[config.mk]
export PLATFORM = sky130hd
export DESIGN_NAME = vn_div_cell
export DESIGN_NICKNAME = d
export VERILOG_FILES = /design/src/sv/vn_div_cell.sv
export SDC_FILE = /design/constraint.sdc
export NUM_CORES = 1
export LEC_CHECK = 0
export BUFFER_PORTS_ARGS = -buffer_cell sky130_fd_sc_hd__buf_2
export CAP_MARGIN = 20
export CORE_ASPECT_RATIO = 1.1
export CORE_UTILIZATION = 40
export DETAILED_ROUTE_END_ITERATION = 16
export PLACE_DENSITY_LB_ADDON = 0.05
export SLEW_MARGIN = 20
export SYNTH_ARGS = -nofsm -noshare
export SYNTH_HDL_FRONTEND = slang
export SYNTH_SLANG_ARGS = --single-unit
[constraint.sdc]
create_clock -name clk_i -period 1.35 [get_ports clk_i]
set_input_delay 0.0675 -clock clk_i [delete_from_list [all_inputs] [get_ports clk_i]]
set_output_delay 0.0675 -clock clk_i [all_outputs]
set_load 0.02 [all_outputs]
[src/sv/vn_div_cell.sv]
module vn_div_cell #(
  parameter int unsigned DW     = 24,
  parameter int unsigned QW     = 15,
  parameter int unsigned SIDE_W = 4
) (
  input  logic                clk_i,
  input  logic                rst_ni,
  input  logic                en_i,
  input  logic                valid_i,
  input  logic [DW-1:0]       d_i,
  input  logic [3*DW-1:0]     rem_i,
  input  logic [3*QW-1:0]     q_i,
  input  logic [SIDE_W-1:0]   side_i,
  output logic                valid_o,
  output logic [DW-1:0]       d_o,
  output logic [3*DW-1:0]     rem_o,
  output logic [3*QW-1:0]     q_o,
  output logic [SIDE_W-1:0]   side_o
);
  logic [3*DW-1:0] rem_d;
  logic [3*QW-1:0] q_d;

  // one quotient bit per lane per cell, divisor shared by the three lanes
  for (genvar l = 0; l < 3; l++) begin : g_lane
    logic [DW:0] rem_sh, diff;
    logic        ge;
    assign rem_sh = {rem_i[l*DW +: DW], 1'b0};
    assign diff   = rem_sh - {1'b0, d_i};
    assign ge     = rem_sh >= {1'b0, d_i};
    assign rem_d[l*DW +: DW] = ge ? diff[DW-1:0] : rem_sh[DW-1:0];
    assign q_d[l*QW +: QW]   = {q_i[l*QW +: QW-1], ge};
  end

  always_ff @(posedge clk_i or negedge rst_ni) begin
    if (!rst_ni) begin
      valid_o <= 1'b0;
    end else if (en_i) begin
      valid_o <= valid_i;
    end
  end

  always_ff @(posedge clk_i) begin
    if (en_i) begin
      d_o    <= d_i;
      rem_o  <= rem_d;
      q_o    <= q_d;
      side_o <= side_i;
    end
  end

endmodule

==> impl_results.md <==
- Status: complete, but fails checks
- Failing checks: negative setup slack
- CTS tree: yes
- Top-count cell post-synth: edfxtp_1
- FFs w/ async S/R, synth: 0.00685
- Flop2flop setup slack: 0.58 ns
- Total track usage: 0.269
- Mapped cell area: 8840 um^2
- PnR worst setup slack: -1.01 ns
- Sequential area share after synthesis: 0.495
- Min-Delay Path Class: in2reg
- Measured slew at the worst slew-check pin: 0.429 ns
- Max-slew violations: 0
- Min cycle time layout: 2.36 ns
- Pin count of the biggest net entering global routing: 45
- Cell area power density: 1040 nW/um^2
- Initial antenna violation count: 4
- Synthesis Warnings: 0
- Placed cell count: 1,613
- Yosys top cell area share: 0.492
- Die extent in y: 158 um
- Fmax: 424 MHz
- Crit. Startpoint: d_i[7]
- Synth top cells by count: edfxtp_1 (145), a21oi_1 (79), ha_1 (72), nand2_1 (68), nor2_1 (55)
- Final period util: 1.75
- Switching share of total power: 0.324
- Synth unique cells: 63
- P_int: 11.0 mW
- First-pass GRT wire length: 45.6 mm
- Max cap viols: 0
- Clk slew on worst S/H paths: 0.07 ns
- RSZ-0062 raised after global routing: true
- Gr ovfl total: 0
- Clock power frac: 0.279
- CTS root buf: clkbuf_16
- Area grow syn2layout: 77.7%
- Yosys reg bits: 146
- Ys flop type: edfxtp_1
- Final core utilization: 0.731
- Final Hold Viols: 0
- Die width: 144 um
- Worst Path Arrival: 2.54 ns
- Mean post-synth cell area: 10.9 um^2
- Die area: 22,700 um^2
- Clock latency on the worst-skew pair: 0.43 ns
- Leakage Power: 7.07 nW
- Combinational power share: 0.366
- Number of enable flip-flop cells after synthesis: 145
- Startpoint Class: input pin
- Vias in the first global route: 8,766
- Reg2Reg Launch Point: valid_o
- Setup crit end: rem_o[4]
- Final wirelength: 30.5 mm
- Final GP Congestion: 0.869
- Synth Instances: 808
- Reg-to-Reg End: valid_o
- Slew HR: 0.711
- Share of cells above drive strength 1: 0.514
- Top cell type by total area after synthesis: edfxtp_1
- Final net count: 1,733
- Filler Cell Count: 1,620
- CP max FO: 6
- DRC Markers: 0
- Core Box Area: 21,500 um^2
- Flop pwr share: 0.355
- Initial core utilization: 0.411
- DP HPWL: 21.2 mm
- CTS sink count: 146
- # setup viols final: 75
- Clk_skew: 0 ns
- H-Tree Depth: 4
- CP required: 1.53 ns
- CP Capture Type: flip-flop
- Post-route ant nets: 0
- DR pass1 iterations: 5
- WL/cell: 16.8 um
- Crit Path Class: in2reg
- Worst vdd ir: 0.878 mV
- Reg2reg path depth: 1
- Setup TNS: -62.24 ns
- Net count after synthesis: 1,032
- PortBufs: 291
- Hold WS: 0.00889 ns
- Row count: 56
- Via count: 8,901
- Initial DRC count: 384
- CTS Buf Count: 17
- Area contributors post-synth: edfxtp_1 (49%), ha_1 (10%), a21oi_1 (4.5%), nand2_1 (2.9%), xnor2_1 (2.9%)
- NetSw: 5.29 mW
- Ports: 295
- Average via count per standard cell: 4.91
- Clock buffer depth: 2
- Final cell count without fillers: 1,814
-- sequential cells by signal, summed over array words and instances, names as in the netlist --
register  flops
d_o          24
valid_o       1
rem_o        72
side_o        4
q_o          45
-- logic make-up (layout without fill, tap and decap cells) --
logic type / Yosys count / in the layout / synth area share
AOI/OAI and AO/OA: 243 / 243 / 0.178
xor gates and xnor gates: 48 / 48 / 0.0475
adders and majority gates: 75 / 75 / 0.109
buffers and inverters: 61 / 775 / 0.0267
DFF: 146 / 146 / 0.495
muxes: 25 / 25 / 0.0316
other: 0 / 2 / 0
and+or+nand+nor: 210 / 210 / 0.112
-- cells in the final DEF (no fill, tap or decap), types with 10 or more instances in the layout --
cell type,instances
and3_1,12
nor2_1,37
xnor2_1,27
o21ai_2,10
o21ai_1,20
dlygate4sd3_1,117
nor2_4,15
o21a_1,13
ha_1,51
buf_4,248
xor2_1,16
inv_2,11
o21ai_0,25
a21o_1,24
inv_1,30
clkbuf_16,18
ha_4,18
buf_2,285
buf_6,27
edfxtp_1,145
nand3_1,12
a21oi_2,24
mux2_2,16
a21oi_1,49
nand2_1,65
-- critical path, cell delays in order --
cell and delay (ns):
buf_8 0.08, clkinvlp_4 0.09, ha_4 0.24, and3_4 0.15, and3_4 0.18, a2111oi_4 0.44
o31ai_2 0.11, a311o_1 0.31, a311oi_4 0.38, buf_12 0.17, mux2_4 0.30
-- power by group through the flow --
| stage | clock [mW] | combinational (mW) | sequential, mW |
|---|---|---|---|
| 4_1_cts | 4.67 | 5.76 | 5.79 |
| 3_5_place_dp | 0 | 4.85 | 5.88 |
| 3_3_place_gp | 0 | 4.81 | 5.88 |
| 5_1_grt | 4.80 | 6.43 | 5.85 |
| 6_report | 4.56 | 5.97 | 5.79 |
| 2_1_floorplan | 0 | 2.02 | 6.58 |
-- cell type report --
class                           instances  area (um^2)  share of cell area
Timing Repair inverter                  3         33.8             0.00215
Sequential cell                       146         4380               0.279
Inverter                               45          186              0.0119
Clock buffer                           17          425              0.0271
Antenna cell                            2         5.00            0.000318
Multi-Input combinational cell        601         5060               0.322
Tap cell                              290          363              0.0231
Timing Repair Buffer                  695         5120               0.326
Clock inverter                         15          141             0.00900
-- layer usage --
layer	GRT usage	share of wire
met3	0.0417	0.050
met2	0.475	0.50
met4	0.0963	0.024
met1	0.330	0.42
met5	0	0.00036
-- metrics by stage --
step                      total power [mW]  setup WS (ns)  area, um^2
after floorplan                       8.60          -1.21        9100
after global placement                10.7          -1.47       12700
after detailed placement              10.7          -1.51       12700
after CTS                             16.2         -0.997       15400
after global routing                  17.1          -1.07       15700
final                                 16.3          -1.01       15700
-- worst min-delay path by stage --
stage	endpoint	cells after the start	start	slack (ns)
2_1_floorplan	valid_o	0	rst_ni	-0.23
5_1_grt	rem_o[26]	2	rem_i[25]	0.005
3_5_place_dp	valid_o	1	rst_ni	-0.16
4_1_cts	rem_o[53]	1	en_i	0.0003
6_report	rem_o[36]	2	rem_i[35]	0.009
3_3_place_gp	valid_o	1	rst_ni	-0.16
-- what timing repair did --
item                       4_1_cts  5_1_grt
hold buffers                   117        0
setup endpoints to repair       75       75
cloned                          10        0
pin swaps                       56       33
gates resized for setup        148       50
hold endpoints to repair       116        0
setup buffers                   32       14
Note: power is estimated with default switching activity, not from simulation.
